## src/rtl/mpwm_pkg.sv

```systemverilog
// ----------------------------------------------------------------------------
// mpwm_pkg
// Shared types and constants for the masked pattern window match block.
// ----------------------------------------------------------------------------
package mpwm_pkg;

    // Default and largest pattern length in bytes
    localparam int MAX_LEN_DEF = 8;
    localparam int PAT_W       = 64;
    localparam int LEN_W       = 4;
    localparam int OFS_W       = 16;
    localparam int CFG_IDX_W   = 3;

    // File position counter, saturating
    localparam int              POS_W   = 17;
    localparam logic [POS_W-1:0] POS_MAX = {POS_W{1'b1}};

    // Configuration register indexes
    typedef enum logic [CFG_IDX_W-1:0] {
        REG_PATTERN_BYTES  = 3'd0,
        REG_PATTERN_MASK   = 3'd1,
        REG_PATTERN_LENGTH = 3'd2,
        REG_WINDOW_START   = 3'd3,
        REG_WINDOW_END     = 3'd4
    } cfg_reg_e;

    // Input request payload
    typedef struct packed {
        logic [7:0] data_byte;
        logic       first_byte;
    } in_item_t;

    // Result payload
    typedef struct packed {
        logic matched;
        logic decided;
    } out_item_t;

    // Configuration register set
    typedef struct packed {
        logic [PAT_W-1:0] pattern_bytes;
        logic [PAT_W-1:0] pattern_mask;
        logic [LEN_W-1:0] pattern_length;
        logic [OFS_W-1:0] window_start;
        logic [OFS_W-1:0] window_end;
    } cfg_t;

endpackage

```

## src/rtl/masked_pattern_window_match.sv

```systemverilog
// ----------------------------------------------------------------------------
// masked_pattern_window_match
// Streams a file byte by byte and reports whether a masked pattern of up to
// MAX_LEN bytes starts at any offset in [window_start, window_end].
// ----------------------------------------------------------------------------
// The block takes one byte per clock cycle while out_ready stays high and
// returns one result per byte, registered in the cycle after the byte is
// accepted. The whole update (window shift, masked compare of all
// candidate lengths, offset checks) is combinational. A new byte is
// accepted in the same cycle that the previous result is taken, so bytes
// stream back to back while out_ready stays high; a result held by
// out_ready low stalls the input until it is taken. Mark offset zero of
// each file with first_byte; write the configuration only while the block
// is idle. A changed register takes effect from the next byte on.
module masked_pattern_window_match
    import mpwm_pkg::*;
#(
    parameter int MAX_LEN = MAX_LEN_DEF
)
(
    input  logic                 clk,
    input  logic                 rst_n,
    input  logic                 in_valid,
    output logic                 in_ready,
    input  in_item_t             in_data,
    output logic                 out_valid,
    input  logic                 out_ready,
    output out_item_t            out_data,
    input  logic                 cfg_valid,
    output logic                 cfg_ready,
    input  logic [CFG_IDX_W-1:0] cfg_index,
    input  logic [PAT_W-1:0]     cfg_data
);

    cfg_t      cfg;
    out_item_t result;
    out_item_t out_reg;
    logic      out_valid_reg;
    logic      out_valid_next;
    logic      in_accept;

    // Configuration writes are always taken
    assign cfg_ready = 1'b1;

    mpwm_cfg u_cfg (
        .clk      (clk),
        .rst_n    (rst_n),
        .wr_en    (cfg_valid),
        .wr_index (cfg_index),
        .wr_data  (cfg_data),
        .cfg      (cfg)
    );

    // Accept a request whenever the result slot is free or being drained
    assign in_ready  = !out_valid_reg || out_ready;
    assign in_accept = in_valid && in_ready;

    mpwm_core #(
        .MAX_LEN (MAX_LEN)
    ) u_core (
        .clk    (clk),
        .rst_n  (rst_n),
        .accept (in_accept),
        .item   (in_data),
        .cfg    (cfg),
        .result (result)
    );

    // Hold the result until taken
    always_comb
    begin
        priority if (in_accept)
            out_valid_next = 1'b1;
        else if (out_ready)
            out_valid_next = 1'b0;
        else
            out_valid_next = out_valid_reg;
    end

    always_ff @(posedge clk or negedge rst_n)
    begin
        if (!rst_n)
        begin
            out_valid_reg <= 1'b0;
        end
        else
        begin
            out_valid_reg <= out_valid_next;
        end
    end

    always_ff @(posedge clk)
    begin
        if (in_accept)
        begin
            out_reg <= result;
        end
    end

    assign out_valid = out_valid_reg;
    assign out_data  = out_reg;

    // A found match is always final
    a_match_decided: assert property (@(posedge clk) disable iff (!rst_n)
        out_valid_reg |-> !out_reg.matched || out_reg.decided)
        else $error("match reported as not final");

    // Every accepted request yields a result in the next cycle
    a_result_follows: assert property (@(posedge clk) disable iff (!rst_n)
        in_accept |=> out_valid_reg)
        else $error("result missing after accepted request");

    // An undelivered result blocks no more than one slot
    a_no_overrun: assert property (@(posedge clk) disable iff (!rst_n)
        out_valid_reg && !out_ready |-> !in_ready)
        else $error("request accepted over a pending result");

endmodule

```

## src/rtl/mpwm_cfg.sv

```systemverilog
// ----------------------------------------------------------------------------
// mpwm_cfg
// Configuration register file: pattern, mask, length, window start and window end.
// ----------------------------------------------------------------------------
module mpwm_cfg
    import mpwm_pkg::*;
(
    input  logic                 clk,
    input  logic                 rst_n,
    input  logic                 wr_en,
    input  logic [CFG_IDX_W-1:0] wr_index,
    input  logic [PAT_W-1:0]     wr_data,
    output cfg_t                 cfg
);

    cfg_t cfg_reg;
    cfg_t cfg_next;

    // Decode the write request; unknown indexes leave the registers alone
    always_comb
    begin
        cfg_next = cfg_reg;
        if (wr_en)
        begin
            unique case (cfg_reg_e'(wr_index))
                REG_PATTERN_BYTES:  cfg_next.pattern_bytes  = wr_data;
                REG_PATTERN_MASK:   cfg_next.pattern_mask   = wr_data;
                REG_PATTERN_LENGTH: cfg_next.pattern_length = wr_data[LEN_W-1:0];
                REG_WINDOW_START:   cfg_next.window_start   = wr_data[OFS_W-1:0];
                REG_WINDOW_END:     cfg_next.window_end     = wr_data[OFS_W-1:0];
                default:            cfg_next = cfg_reg;
            endcase
        end
    end

    // Hold the registers
    always_ff @(posedge clk or negedge rst_n)
    begin
        if (!rst_n)
        begin
            cfg_reg.pattern_bytes  <= '0;
            cfg_reg.pattern_mask   <= '1;
            cfg_reg.pattern_length <= '0;
            cfg_reg.window_start   <= '0;
            cfg_reg.window_end     <= '0;
        end
        else
        begin
            cfg_reg <= cfg_next;
        end
    end

    assign cfg = cfg_reg;

endmodule

```

## src/rtl/mpwm_core.sv

```systemverilog
// ----------------------------------------------------------------------------
// mpwm_core
// Byte window, position counter and sticky match flag, with a parallel
// masked compare of every candidate pattern length, all combinational.
// ----------------------------------------------------------------------------
module mpwm_core
    import mpwm_pkg::*;
#(
    parameter int MAX_LEN = MAX_LEN_DEF
)
(
    input  logic      clk,
    input  logic      rst_n,
    input  logic      accept,
    input  in_item_t  item,
    input  cfg_t      cfg,
    output out_item_t result
);

    logic [7:0]       win_reg  [MAX_LEN];
    logic [7:0]       win_next [MAX_LEN];
    logic [7:0]       win_base [MAX_LEN];
    logic [POS_W-1:0] pos_reg;
    logic [POS_W-1:0] pos_next;
    logic             match_seen_reg;
    logic             match_seen_next;

    logic [POS_W-1:0] pos_base;
    logic             match_base;
    logic [POS_W:0]   pos_inc;
    logic [POS_W:0]   len_ext;
    logic [POS_W:0]   start_ofs;
    logic [MAX_LEN:1] len_eq;
    logic             sel_eq;
    logic             len_ok;
    logic             reach;
    logic             in_range;
    logic             past_end;

    // Drop the old file state when a new file begins
    always_comb
    begin
        for (int i = 0; i < MAX_LEN; i++)
        begin
            win_base[i] = item.first_byte ? 8'h00 : win_reg[i];
        end
        pos_base   = item.first_byte ? '0 : pos_reg;
        match_base = item.first_byte ? 1'b0 : match_seen_reg;
    end

    // Shift the new byte into the window, newest at entry 0
    always_comb
    begin
        win_next[0] = item.data_byte;
        for (int i = 1; i < MAX_LEN; i++)
        begin
            win_next[i] = win_base[i-1];
        end
    end

    // Compare the window against the pattern for each possible length
    always_comb
    begin
        for (int l = 1; l <= MAX_LEN; l++)
        begin
            len_eq[l] = 1'b1;
            for (int k = 0; k < l; k++)
            begin
                if (((cfg.pattern_bytes[8*k +: 8] ^ win_next[l-1-k])
                     & cfg.pattern_mask[8*k +: 8]) != 8'h00)
                begin
                    len_eq[l] = 1'b0;
                end
            end
        end
    end

    // Pick the compare for the configured length
    always_comb
    begin
        sel_eq = 1'b0;
        for (int l = 1; l <= MAX_LEN; l++)
        begin
            if (cfg.pattern_length == LEN_W'(l))
            begin
                sel_eq = len_eq[l];
            end
        end
    end

    // Check the start offset against the window and decide
    always_comb
    begin
        len_ok    = (cfg.pattern_length != '0) &&
                    (cfg.pattern_length <= LEN_W'(MAX_LEN));
        pos_inc   = {1'b0, pos_base} + (POS_W+1)'(1);
        len_ext   = (POS_W+1)'(cfg.pattern_length);
        reach     = pos_inc >= len_ext;
        start_ofs = pos_inc - len_ext;
        in_range  = (start_ofs >= (POS_W+1)'(cfg.window_start)) &&
                    (start_ofs <= (POS_W+1)'(cfg.window_end));
        past_end  = pos_inc >= ((POS_W+1)'(cfg.window_end) + len_ext);

        match_seen_next = match_base ||
                          (len_ok && reach && in_range && sel_eq);
        pos_next        = (pos_base < POS_MAX) ? pos_inc[POS_W-1:0] : pos_base;

        result.matched  = match_seen_next;
        result.decided  = match_seen_next || !len_ok || past_end;
    end

    // Advance the file state on each accepted request
    always_ff @(posedge clk or negedge rst_n)
    begin
        if (!rst_n)
        begin
            for (int i = 0; i < MAX_LEN; i++)
            begin
                win_reg[i] <= 8'h00;
            end
            pos_reg        <= '0;
            match_seen_reg <= 1'b0;
        end
        else if (accept)
        begin
            win_reg        <= win_next;
            pos_reg        <= pos_next;
            match_seen_reg <= match_seen_next;
        end
    end

    // A new file restarts the position at one byte in
    a_first_pos: assert property (@(posedge clk) disable iff (!rst_n)
        accept && item.first_byte |=> pos_reg == POS_W'(1))
        else $error("position not restarted by first byte");

    // The match flag is sticky within a file
    a_sticky: assert property (@(posedge clk) disable iff (!rst_n)
        accept && !item.first_byte && match_seen_reg |=> match_seen_reg)
        else $error("match flag dropped within a file");

    // State holds without a request
    a_hold: assert property (@(posedge clk) disable iff (!rst_n)
        !accept |=> $stable(pos_reg) && $stable(match_seen_reg))
        else $error("state changed without a request");

endmodule
```

## config.mk

```make
export PLATFORM = sky130hd
export DESIGN_NAME = masked_pattern_window_match
export DESIGN_NICKNAME = d
export VERILOG_FILES = /design/src/rtl/mpwm_pkg.sv /design/src/rtl/masked_pattern_window_match.sv /design/src/rtl/mpwm_cfg.sv /design/src/rtl/mpwm_core.sv
export SDC_FILE = /design/constraint.sdc
export NUM_CORES = 1
export LEC_CHECK = 0
export BUFFER_PORTS_ARGS = -buffer_cell sky130_fd_sc_hd__buf_4
export CAP_MARGIN = 10
export CORE_MARGIN = 3
export CORE_UTILIZATION = 68
export DETAILED_ROUTE_END_ITERATION = 6
export PLACE_DENSITY = 0.95
export SKIP_LAST_GASP = 1
export SYNTH_ARGS = -nofsm -noshare
export SYNTH_HDL_FRONTEND = slang
export SYNTH_HIERARCHICAL = 1
export SYNTH_SLANG_ARGS = --single-unit
```

## constraint.sdc

```tcl
create_clock -name clk -period 6.4 [get_ports clk]
set_input_delay 0.64 -clock clk [delete_from_list [all_inputs] [get_ports clk]]
set_output_delay 0.64 -clock clk [all_outputs]
set_load 0.02 [all_outputs]
```

# Word level (Yosys, flattened, before mapping)
# Index checks and enable logic that the tools add are counted.
[word_totals] inputBits=81 out_inout_bits=5 elab_cells=222 regBits=241
[classes] n_lt_le_gt_ge=6 bitwise=72 eq_ne=12 addsub=3 muxes=56 reduce_logical=56
[op_table] cell="$and A8 B8 Y8" count=36
[op_table] cell="$reduce_bool A8 Y1" count=36
[op_table] cell="$xor A8 B8 Y8" count=36
[op_table] cell="$mux W8" count=7
[op_table] cell="$mux W1" count=47
[op_table] cell="$mux W17" count=2
[op_table] cell="$add A17 B1 Y18 const B" count=1
[op_table] cell="$ge A18 B16 Y1" count=1
[op_table] cell="$ge A18 B18 Y1" count=1
[op_table] cell="$ge A18 B4 Y1" count=1
[op_table] cell="$le A18 B16 Y1" count=1
[op_table] cell="$sub A18 B4 Y18" count=1
[op_table] cell="$add A16 B4 Y17" count=1
[op_table] cell="$lt A17 B17 Y1 const B" count=1
[op_table] cell="$eq A4 B3 Y1 const B" count=4
[op_table] cell="$reduce_and A2 Y1" count=5
[op_table] cell="$eq A4 B2 Y1 const B" count=2
[op_table] cell="$eq A3 B2 Y1 const B" count=2
[op_table] cell="$logic_and A1 B1 Y1" count=6
[op_table] cell="$eq A4 B1 Y1 const B" count=1
[op_table] cell="$eq A4 B4 Y1 const B" count=1
[op_table] cell="$le A4 B4 Y1 const B" count=1
[op_table] cell="$logic_or A1 B1 Y1" count=4
[op_table] cell="$reduce_bool A4 Y1" count=1
[op_table] cell="5 further kinds" count=6

# Depth between registers and ports, before layout
# Gate-level depths: netlist (run 1).
[logic_depth] depth_word=17 depth_mapped=26 mapped_depth_nobuf=20

# Hierarchy
# The synthesis (run 1) kept the hierarchy.
[modules_own_cells] module="mpwm_core" cells_per_inst=1152 area_per_inst_um2=9835.7 seq_area_each_um2=1851.8 instances=1
[modules_own_cells] module="mpwm_cfg" cells_per_inst=350 area_per_inst_um2=6880.3 seq_area_each_um2=4184.0 instances=1
[modules_own_cells] module="masked_pattern_window_match" cells_per_inst=8 area_per_inst_um2=125.1 seq_area_each_um2=85.1 instances=1

# Worst setup path before layout (run 1)
# Ideal clock, no wire load.
[synth_timing] path_kind="input to register" start="input port in_data[0] in the netlist's numbering" end="register out_reg, in the netlist out_data[1] (data pin)" required_time_ps=6274 path_buffers=8 setup_slack_ps=1155 cell_stages=26 arrival_time_ps=5120 setup_ps=126 cell_sequence="buf_4 -> buf_6 -> buf_4 -> buf_2 -> buf_1 -> clkbuf_1 -> nor2_1 -> ha_1 -> a21o_1 -> a31o_2 -> nand2b_1 -> clkbuf_1 -> a211oi_1 -> nor3_1 -> a21oi_1 -> a21oi_1 -> ha_1 -> a21oi_1 -> nor2_1 -> a2111oi_0 -> nor2_1 -> a211o_1 -> a22oi_1 -> nand4_1 -> o21ai_0 -> buf_4"
[synth_via] elab_chain_cells=15 word_cells_on_any_way=145 cone_classes="2 x add/sub; 3 x order compare; 51 x mux; 56 x bitwise; 33 x reduce/logical"
[synth_rtl] element="start: declaration" line_no="masked_pattern_window_match.sv:25" source="input in_item_t in_data,"
[synth_rtl] element="branches (longest 14 deep; another with $add A17 B1 Y18)"
[synth_rtl] element="$logic_or A1 B1 Y1 *" line_no="mpwm_core.sv:104" source="match_seen_next = match_base ||"
[synth_rtl] element="named net u_core.match_seen_next" line_no="mpwm_core.sv:26" source="logic match_seen_next;"
[synth_rtl] element="end signal: assignment" line_no="masked_pattern_window_match.sv:96" source="out_reg <= result;"
[synth_rtl] element="end: declaration" line_no="masked_pattern_window_match.sv:37" source="out_item_t out_reg;"
# Mark *: on every way through the listed nets, which the timed path passes.
# A chain may end at the register's enable or synchronous reset.

==> results of run 1 <==
[layout by cell type, fill, tap and decap left out, types with 40 or more instances in the layout]
| master | netlist | routed |
|---|---|---|
| a22oi_1 | 106 | 106 |
| buf_4 | 7 | 109 |
| dfrtp_1 | 175 | 175 |
| dfstp_2 | 64 | 64 |
| ha_1 | 56 | 56 |
| inv_1 | 43 | 43 |
| mux2_2 | 99 | 99 |
| mux2_4 | 130 | 130 |
| nand4_1 | 43 | 43 |
| nor2_1 | 40 | 40 |
| nor2b_1 | 54 | 53 |
| xor2_1 | 291 | 291 |
[worst register-to-register path, cell delays in order, from the launching register on]
cell       delay, ns
dfrtp_1         0.48
nand3_1         0.13
xor2_1          0.15
nor2_1          0.19
ha_1            0.31
a21o_1          0.20
a31o_2          0.22
nand2b_1        0.38
nor2b_1         0.26
nor3_1          0.17
a21oi_1         0.06
a21oi_1         0.21
ha_1            0.29
a21oi_1         0.12
nor2_1          0.06
a2111oi_0       0.36
nor2_1          0.08
a211o_1         0.27
a22oi_1         0.15
nand4_1         0.15
o21ai_0         0.25
[where the power goes]
| part | total (mW) | internal (mW) | leakage [nW] | switching (mW) |
|---|---|---|---|---|
| combinational | 2.34 | 1.11 | 5.20 | 1.23 |
| sequential | 2.48 | 1.87 | 2.90 | 0.606 |
| clock | 1.59 | 0.914 | 0.434 | 0.672 |
| total | 6.41 | 3.90 | 8.53 | 2.51 |
[final timing paths]
path                                  startpoint                     to  slack, ns  cells after the start
min in group clk                    cfg_data[27]          u_cfg/cfg[63]       0.31                      2
max in group asynchronous                  rst_n         u_cfg/cfg[104]       4.81                      2
max reg2reg                    u_core/pos_reg[0]            out_data[0]       1.69                     20
min                                        rst_n         u_cfg/cfg[161]       0.11                      1
min reg2reg                u_core/match_seen_reg  u_core/match_seen_reg       0.49                      2
max                            u_core/pos_reg[0]            out_data[0]       1.69                     20
[metal layers]
layer / vias up / global-route usage (%) / share of wire, %
li1: 5351 / - / -
met1: 6582 / 59.5 / 39
met2: 1041 / 66.6 / 43
met3: 297 / 12.0 / 12
met4: 2 / 20.9 / 6.3
met5: - / 0 / 0.019
[final cells by class]
class | instances | area, µm²
Tap cell | 319 | 399
Fill cell | 1456 | 5670
Multi-Input combinational cell | 1097 | 9810
Clock buffer | 33 | 707
Sequential cell | 241 | 6120
Clock inverter | 15 | 194
Timing Repair Buffer | 110 | 833
Inverter | 43 | 161
[logic make-up after synthesis]
| group | Yosys count |
|---|---|
| AOI/OAI and AO/OA | 238 |
| xor gates and xnor gates | 326 |
| adders and majority gates | 58 |
| buffers and inverters | 172 |
| DFF | 241 |
| muxes | 230 |
| other | 1 |
| and+or+nand+nor | 244 |
[through the flow]
step	worst slack [ns]	hold WS (ns)
after CTS	1.76	0.153
after detailed placement	1.60	0.473
final	1.69	0.114
after global placement	1.71	0.463
after floorplan	1.15	0.344
after global routing	1.33	0.154
==> summary.txt, run 1 <==
Yosys
  – Yosys warning total: 6
  – Post-synthesis adder-cell area fraction: 4.40%
  – Compound-cell area share of the yosys netlist: 10.4%
  – Synth area leader: dfrtp_1
  – Mux cell area share after synthesis: 18.3%
  – Largest family of logic cells by synthesized area: multiplexers
  – Synth Area in XOR/XNOR: 17.0%
  – Mapped Area: 16800 µm²
  – Post-synthesis sequential area ratio: 36.3%
  – Mapped Avg Cell Area: 11.2 µm²
  – Post-Syn Instances: 1510
  – Count leader, synth: xor2_1
  – Ys async rst share: 99.2%
  – Count of cell types in the netlist: 64
  – Post-synth EDFFs: 2
  – Ys flop type: dfrtp_1
  – Top cells by area, synth: dfrtp_1 (26%), xor2_1 (15%), mux2_4 (12%), dfstp_2 (10%), mux2_2 (6.6%)
  – Synth cell count leaders: xor2_1 (291), dfrtp_1 (175), mux2_4 (130)
  – Synthesized Nets: 1649
  – Synth Area in Simple Gates: 8.12%
  – Post-synth top area share: 26.0%
  – Seq cells post-synth: 241

Critical path
  – Critical path startpoint category: register
  – Slowest CP cell: dfrtp_1
  – Crit. End Element: register
  – CP Cell Sequence: nand3_1, xor2_1, nor2_1, ha_1, a21o_1, a31o_2, nand2b_1, nor2b_1, nor3_1, a21oi_1, a21oi_1, ha_1, a21oi_1, nor2_1, a2111oi_0, nor2_1, a211o_1, a22oi_1, nand4_1, o21ai_0
  – Crit-path max FO: 15
  – Crit path max-delay family: compound AO/OA/AOI/OAI gates
  – CP Data Required Time: 6.75 ns
  – Worst path bufs/invs: 0
  – Max incr delay on CP: 0.48 ns
  – CP Class: reg2reg
  – Critical Path AT: 5.06 ns

Route
  – Detailed Route WL: 59.3 mm
  – DRC: 0
  – Router iterations before antenna repair: 6
  – Antenna viol nets, final: 0
  – Routed length per instance: 31.9 µm
  – Via-to-Cell Ratio: 7.14
  – Vias: 13273
  – 1st-iter DRT viols: 2112

Worst hold path
  – Min-delay worst type: in2async

Placement
  – Gpl congestion: 1.08
  – Cell Area, Placed: 17300 µm²
  – Detail Placement HPWL: 42.3 mm
  – Post-Place Cells: 1810
  – Port-buffer cells: 84

Floorplanning
  – Die Ht: 163 µm
  – # IOs: 86
  – Initial Utilization: 70.5%
  – Placement row count: 56
  – Die area: 26700 µm²
  – Core Footprint: 23900 µm²
  – Die Wd: 163 µm

STA
  – Slew Limit Fails: 0
  – Fmax: 212 MHz
  – Endpoints failing hold: 0
  – RSZ-0062 raised after global routing: false
  – Relative slew slack: 11.8%
  – Setup_tns: 0 ns
  – Worst Tran Pin Value: 1.32 ns
  – Minimum clock period: 4.71 ns
  – Setup Skew: 0.0423 ns
  – Final setup vio count: 0
  – Period utilization: 73.6%

Global route
  – First-pass GRT wire length: 87.4 mm
  – Total track usage: 44.2%
  – Grt ovf: 0
  – Largest net degree at the start of global routing: 105
  – Initial antenna violation count: 1
  – Vias in the first global route: 13481

Final layout
  – Final #Nets: 1658
  – N_diodes: 0
  – Synthesis-to-layout area growth: 8.22%
  – Share of post-route cells with drive strength above 1: 29.6%
  – Non-filler cells, final: 1858
  – Max FFs per register: 164
  – Core Util, Final: 76.3%
  – Final Cell Area: 18200 µm²

Clock tree
  – Clock root buffer: clkbuf_16
  – CTS Buf Count: 26
  – Clk sink count: 241
  – Post-CTS setup buffers: 0
  – Clk Latency, worst-skew pair: 0.57 ns
  – Clk pin slew, worst setup/hold paths: 0.06 ns
  – CTS tree: yes
  – # hold bufs at CTS: 0
  – CTS HTree Levels: 1
  – CTS max path bufs: 3
  – Cts repair resizes: 0

Power
  – Cell area power density: 351 nW/µm²
  – Pleak: 8.53 nW
  – Final Power: 6.41 mW
  – Max rail drop VDD: 0.329 mV

Status
  – Status: complete, no violations

Flow run
  – Max-Cap Viols: 0
No activity file was read; power rests on OpenSTA's default activity.
==> run 2, diff against run 1 <==
Settings changed: CORE_UTILIZATION 68 to 63, PLACE_DENSITY 0.95 to 0.92.
Clock period 6.4 ns to 4.6 ns, I/O delays scaled along.
==> run 2 against run 1 <==
Register-to-register slack got worse by 1.4 ns. Die area rose by 7.6%. Critical endpoint unchanged. First-iteration DRC count fell by 20%. Hold slack improved by 0.027 ns. Sequential cell count did not move. Largest cell class unchanged. Highest routed layer is now met4.
==> summary.txt, run 2 (synthesis gave the netlist of run 1 again) <==
Critical path
  – Critical path startpoint category: register
  – Critical Path AT: 4.70 ns (-0.36 ns)
  – CP Data Required Time: 4.98 ns (-1.77 ns)
  – CP Class: reg2reg
  – Crit. End Element: register
  – Crit-path max FO: 15 (unchanged)

STA
  – Minimum clock period: 4.32 ns (-0.393 ns)
  – Endpoints failing hold: 0 (unchanged)
  – Fmax: 231 MHz (+9.1%)
  – RSZ-0062 raised after global routing: false
  – Relative slew slack: 4.09% (-7.7 points)
  – Worst Tran Pin Value: 1.44 ns (+0.116 ns)
  – Slew Limit Fails: 0 (unchanged)
  – Final setup vio count: 0 (unchanged)
  – Setup Skew: 0.0147 ns (-0.0277 ns)
  – Setup_tns: 0 ns (unchanged)
  – Period utilization: 93.9% (+20 points)
  – Final worst setup slack: 0.279 ns (-1.41 ns)

Route
  – 1st-iter DRT viols: 1691 (-20%)
  – Router iterations before antenna repair: 6 (unchanged)
  – DRC: 0 (unchanged)
  – Detailed Route WL: 55.8 mm (-5.9%)
  – Via-to-Cell Ratio: 6.79 (-4.9%)
  – Vias: 12848 (-3.2%)
  – Antenna viol nets, final: 0 (unchanged)
  – Routed length per instance: 29.5 µm (-7.6%)

Global route
  – Grt ovf: 0 (unchanged)
  – First-pass GRT wire length: 82.6 mm (-5.5%)
  – Largest net degree at the start of global routing: 108 (+2.9%)
  – Vias in the first global route: 12728 (-5.6%)
  – Met1 GRT Util: 53.5% (-6.0 points)
  – Total track usage: 38.3% (-5.9 points)
  – GRT busiest layer: met2
  – GRT met2 Usage: 57.8% (-8.8 points)
  – Met3 GRT Util: 8.32% (-3.7 points)
  – Initial antenna violation count: 1 (unchanged)

Power
  – Cell area power density: 475 nW/µm² (+35%)
  – Pleak: 8.61 nW (+0.90%)
  – Max rail drop VDD: 0.391 mV (+19%)
  – Internal power: 5.37 mW (+38%)
  – Net switching power: 3.37 mW (+34%)
  – Reg power frac: 39.2% (+0.6 points)
  – Final Power: 8.74 mW (+36%)
  – Part of the power in the clock network: 24.0% (-0.8 points)
  – Combinational Power Share: 36.9% (+0.3 points)
  – Switching share of power: 38.5% (-0.65 points)

Placement
  – Gpl congestion: 1.03 (-4.5%)
  – Port-buffer cells: 84 (unchanged)
  – Detail Placement HPWL: 40.6 mm (-3.9%)
  – Post-Place Cells: 1841 (+1.7%)
  – Pre-CTS WS: 0.221 ns (-1.37 ns)
  – Cell Area, Placed: 17500 µm² (+1.1%)

Clock tree
  – Clock root buffer: clkbuf_16
  – Clk Latency, worst-skew pair: 0.56 ns (about the same)
  – Post-CTS setup buffers: 0 (unchanged)
  – CTS HTree Levels: 1 (unchanged)
  – Clk sink count: 241 (unchanged)
  – CTS max path bufs: 3 (unchanged)
  – CTS tree: yes
  – CTS Buf Count: 26 (unchanged)
  – Clk pin slew, worst setup/hold paths: 0.07 ns (about the same)

Final layout
  – Final Cell Area: 18400 µm² (+0.98%)
  – Synthesis-to-layout area growth: 9.28%
  – Most frequent cells in the layout: xor2_1 (291), dfrtp_1 (173), mux2_4 (130)
  – Max FFs per register: 164 (unchanged)
  – Commonest non-fill, non-tap cell in the layout: xor2_1
  – Final #Nets: 1674 (+0.97%)
  – Share of post-route cells with drive strength above 1: 30.9% (+1.3 points)
  – Non-filler cells, final: 1892 (+1.8%)

Floorplanning
  – Die area: 28700 µm² (+7.6%)
  – Placement row count: 59 (+5.4%)
  – Die Ht: 170 µm (+3.7%)
  – Die Wd: 170 µm (+3.7%)
  – Initial Utilization: 64.4% (-6.0 points)
  – Core Footprint: 26100 µm² (+9.4%)
  – # IOs: 86 (unchanged)

Worst hold path
  – Min-delay worst type: in2reg

Status
  – Status: complete, no violations

Flow run
  – Max-Cap Viols: 0 (unchanged)
run 2: metrics by stage:
| step | hold WS (ns) | util, % |
|---|---|---|
| final | 0.140 | 70.4 |
| after global routing | 0.135 | 70.4 |
| after CTS | 0.135 | 70.3 |
| after detailed placement | 0.469 | 67.0 |
| after global placement | 0.459 | 67.0 |
| after floorplan | 0.164 | - |
run 2: final cells by class:
class                           count  area [µm²]
Timing Repair Buffer              126         981
Antenna cell                        2        5.00
Multi-Input combinational cell   1097        9860
Inverter                           43         161
Fill cell                        1898        7730
Sequential cell                   241        6120
Clock inverter                     18         165
Tap cell                          335         419
Clock buffer                       30         686
run 2: worst paths after layout:
check	from	end	slack [ns]	cells after the start
worst max-delay path	u_core/pos_reg[0]	out_data[0]	0.28	20
worst min-delay path	cfg_data[50]	u_cfg/cfg[86]	0.14	2
worst max register to register	u_core/pos_reg[0]	out_data[0]	0.28	20
worst min register to register	u_core/match_seen_reg	u_core/match_seen_reg	0.48	2
max in group asynchronous	rst_n	u_core/win_reg[38]	2.96	3
min in group asynchronous	rst_n	u_core/pos_reg[13]	0.46	2
run 2: repair_timing:
action,CTS,global route
gates resized for setup,0,5
hold endpoints to repair,63,0
hold buffers,1,0
endpoints found under the setup margin,0,3
run 2: layer usage:
| metal | up-vias | routed length, µm |
|---|---|---|
| met2 | 790 | 24000 |
| li1 | 5376 | - |
| met3 | 234 | 5820 |
| met1 | 6448 | 22700 |
| met4 | 0 | 3310 |
| met5 | - | 0 |
run 2: power by group through the flow:
stage	clock, mW	sequential [mW]	combinational [mW]
after floorplan	0	2.91	2.50
after global routing	2.20	3.45	3.45
final	2.09	3.42	3.22
after global placement	0	3.38	3.00
after detailed placement	0	3.41	3.08
after CTS	2.11	3.38	3.12
run 2: critical path: stages (launching register included):
cell       delay [ns]
dfrtp_2          0.47
nand3_1          0.12
xor2_1           0.24
nor2_4           0.08
ha_4             0.24
a21o_1           0.17
a31o_2           0.22
nand2b_4         0.21
nor2b_1          0.16
nor3_1           0.18
a21oi_1          0.06
a21oi_1          0.24
ha_1             0.29
a21oi_1          0.13
nor2_1           0.06
a2111oi_0        0.30
nor2_1           0.10
a211o_1          0.28
a22oi_1          0.18
nand4_1          0.20
o21ai_0          0.21
==> run 3, diff against run 2 <==
Settings changed: CORE_UTILIZATION 63 to 68, PLACE_DENSITY 0.92 to 0.95.
Clock period 4.6 ns to 5.15 ns, I/O delays scaled along.
==> run 3 against run 2 <==
The run now ends with design-rule violations, negative hold slack left. Non-clock buffer count shrank 18. Fmax shrank 9.5%. Utilization grew 6.1 points. Cell count shrank 1.8%. First-iteration DRC count grew 16%. Critical path type unchanged. Critical endpoint unchanged. Largest power group unchanged. Highest routed layer unchanged.
==> summary.txt, run 3 (synthesis gave the netlist of run 1 again) <==
Final layout
  – Commonest non-fill, non-tap cell in the layout: xor2_1
  – N_diodes: 0 (-2)
  – Most frequent cells in the layout: xor2_1 (291), dfrtp_1 (174), mux2_4 (130)
  – Share of post-route cells with drive strength above 1: 29.6% (-1.3 points)
  – Register Area: 6120 µm² (about the same)
  – Final Cell Area: 18300 µm² (-0.61%)
  – Max FFs per register: 164 (unchanged)
  – Synthesis-to-layout area growth: 8.62%
  – Fillcell total: 1438 (-24%)
  – Footprint of the multi-input gates: 9810 µm² (-0.53%)
  – Non-filler cells, final: 1858 (-1.8%)
  – Final #Nets: 1657 (-1.0%)

Clock tree
  – # hold bufs at CTS: 0 (-1)
  – CTS HTree Levels: 1 (unchanged)
  – CTS tree: yes
  – Clk sink count: 241 (unchanged)
  – Clock root buffer: clkbuf_16
  – Clk Latency, worst-skew pair: 0.58 ns (+0.02 ns)
  – CTS Buf Count: 27 (+3.8%)
  – Clk pin slew, worst setup/hold paths: 0.07 ns (about the same)
  – CTS max path bufs: 3 (unchanged)

Floorplanning
  – Die Ht: 163 µm (-3.6%)
  – # IOs: 86 (unchanged)
  – Initial Utilization: 70.5% (+6.0 points)
  – Die Wd: 163 µm (-3.6%)
  – Core Footprint: 23900 µm² (-8.6%)
  – Placement row count: 56 (-5.1%)
  – Die area: 26700 µm² (-7.1%)

Global route
  – Grt ovf: 0 (unchanged)
  – Vias in the first global route: 13126 (+3.1%)
  – Initial antenna violation count: 0 (-1)
  – Total track usage: 43.6% (+5.3 points)
  – Largest net degree at the start of global routing: 129 (+19%)
  – First-pass GRT wire length: 86.0 mm (+4.2%)

STA
  – Worst Tran Pin Value: 1.31 ns (-0.128 ns)
  – Endpoints failing hold: 14 (+14)
  – RSZ-0062 raised after global routing: false
  – Relative slew slack: 12.6% (+8.6 points)
  – Slew Limit Fails: 0 (unchanged)
  – Minimum clock period: 4.77 ns (+0.453 ns)
  – Final setup vio count: 0 (unchanged)
  – Setup Skew: 0.0356 ns (+0.0210 ns)
  – Hold Slack: -0.0500 ns (-0.190 ns)
  – Period utilization: 92.7% (-1.2 points)
  – Setup_tns: 0 ns (unchanged)
  – Fmax: 209 MHz (-9.5%)

Placement
  – Port-buffer cells: 84 (unchanged)
  – Gpl congestion: 1.06 (+2.5%)
  – Cell Area, Placed: 17300 µm² (-1.0%)
  – Post-Place Cells: 1808 (-1.8%)
  – Detail Placement HPWL: 40.9 mm (+0.60%)

Route
  – Detailed Route WL: 58.5 mm (+4.9%)
  – DRC: 2 (+2)
  – Antenna viol nets, final: 0 (unchanged)
  – Via-to-Cell Ratio: 7.10 (+4.6%)
  – Router iterations before antenna repair: 7 (+1)
  – 1st-iter DRT viols: 1967 (+16%)
  – Routed length per instance: 31.5 µm (+6.8%)
  – Vias: 13199 (+2.7%)

Critical path
  – Setup crit start: u_core/pos_reg[0]
  – R2r endpoint: out_data[0]
  – Worst r2r path cells: 19 (-5.0%)
  – Critical path startpoint category: register
  – Crit-path max FO: 10 (-5)
  – CP Data Required Time: 5.54 ns (+0.56 ns)
  – Crit. End Element: register
  – Critical Path AT: 5.16 ns (+0.46 ns)
  – Launch point of the worst reg-to-reg path: u_core/pos_reg[0]
  – CP Class: reg2reg
  – R2R Setup Slk: 0.38 ns (+0.10 ns)

Flow run
  – Max-Cap Viols: 0 (unchanged)

Status
  – Status: finished, violations left
  – Failing checks: design-rule violations, negative hold slack

Power
  – Max rail drop VDD: 0.442 mV (+13%)
  – Pleak: 8.55 nW (-0.60%)
  – Cell area power density: 441 nW/µm² (-7.2%)
  – Final Power: 8.06 mW (-7.8%)

Worst hold path
  – Min-delay worst type: in2async
-- run 3: cell count changes in the layout (fill, tap and decap cells not counted), moves of 3 or more --
| cell | before | now |
|---|---|---|
| clkinv_2 | 7 | 3 |
| clkinvlp_4 | 5 | 2 |
| buf_4 | 122 | 104 |
| clkbuf_1 | 2 | 5 |
| clkbuf_8 | 2 | 7 |
-- run 3: report_power, final --
group	leakage (nW)	internal, mW	switching, mW	total, mW
sequential	2.90	2.32	0.751	3.07
clock	0.460	1.20	0.850	2.05
combinational	5.20	1.40	1.53	2.93
total	8.55	4.93	3.13	8.06
-- run 3: per-layer routing --
| layer | GRT usage [%] | vias up | share of wire [%] |
|---|---|---|---|
| li1 | - | 5348 | - |
| met1 | 60.0 | 6455 | 39 |
| met2 | 63.0 | 1099 | 42 |
| met3 | 14.3 | 297 | 13 |
| met4 | 19.2 | 0 | 6.1 |
| met5 | 0 | - | 0 |
-- run 3: area by class of cell --
type                       instances  share of cell area (%)
multi-input combinational       1097                    53.6
clock inverter                    10                   0.698
clock buffer                      40                    4.46
sequential                       241                    33.5
timing repair buffer             108                    4.68
tap                              319                    2.18
inverter                          43                   0.882
-- run 3: repair_timing --
| action | CTS | global route |
|---|---|---|
| setup buffers | 0 | 0 |
| resized for setup | 0 | 2 |
| setup endpoints to repair | 0 | 3 |
-- run 3: worst max-delay path by stage --
| stage | end | cells past startpoint | slack, ns |
|---|---|---|---|
| floorplan | out_data[1] | 26 | 0.03 |
| global placement | out_data[0] | 19 | 0.59 |
| detailed placement | out_data[1] | 19 | 0.38 |
| CTS | out_data[1] | 20 | 0.38 |
| global route | out_data[1] | 20 | 0.06 |
| finish | out_data[0] | 19 | 0.38 |
-- run 3: worst max-delay path, cell delays in order (launching register included) --
cell and delay (ns):
dfrtp_2 0.47, xnor2_1 0.18, nor2_1 0.29, ha_1 0.31, a21o_1 0.21, a31o_2 0.27, nand2b_1 0.35, nor2b_1 0.25
nor3_1 0.21, a21oi_1 0.08, a21oi_1 0.22, ha_1 0.29, a21oi_1 0.13, nor2_1 0.06, a2111oi_1 0.41, nor2_1 0.07
a211o_1 0.27, a22oi_1 0.18, nand4_1 0.16, o21ai_0 0.18
-- run 3: stage by stage --
step	worst slack, ns	util, %
CTS	0.382	76.6
finish	0.376	76.6
global placement	0.592	72.6
detailed placement	0.378	72.6
global route	0.0610	76.6
floorplan	0.0296	-
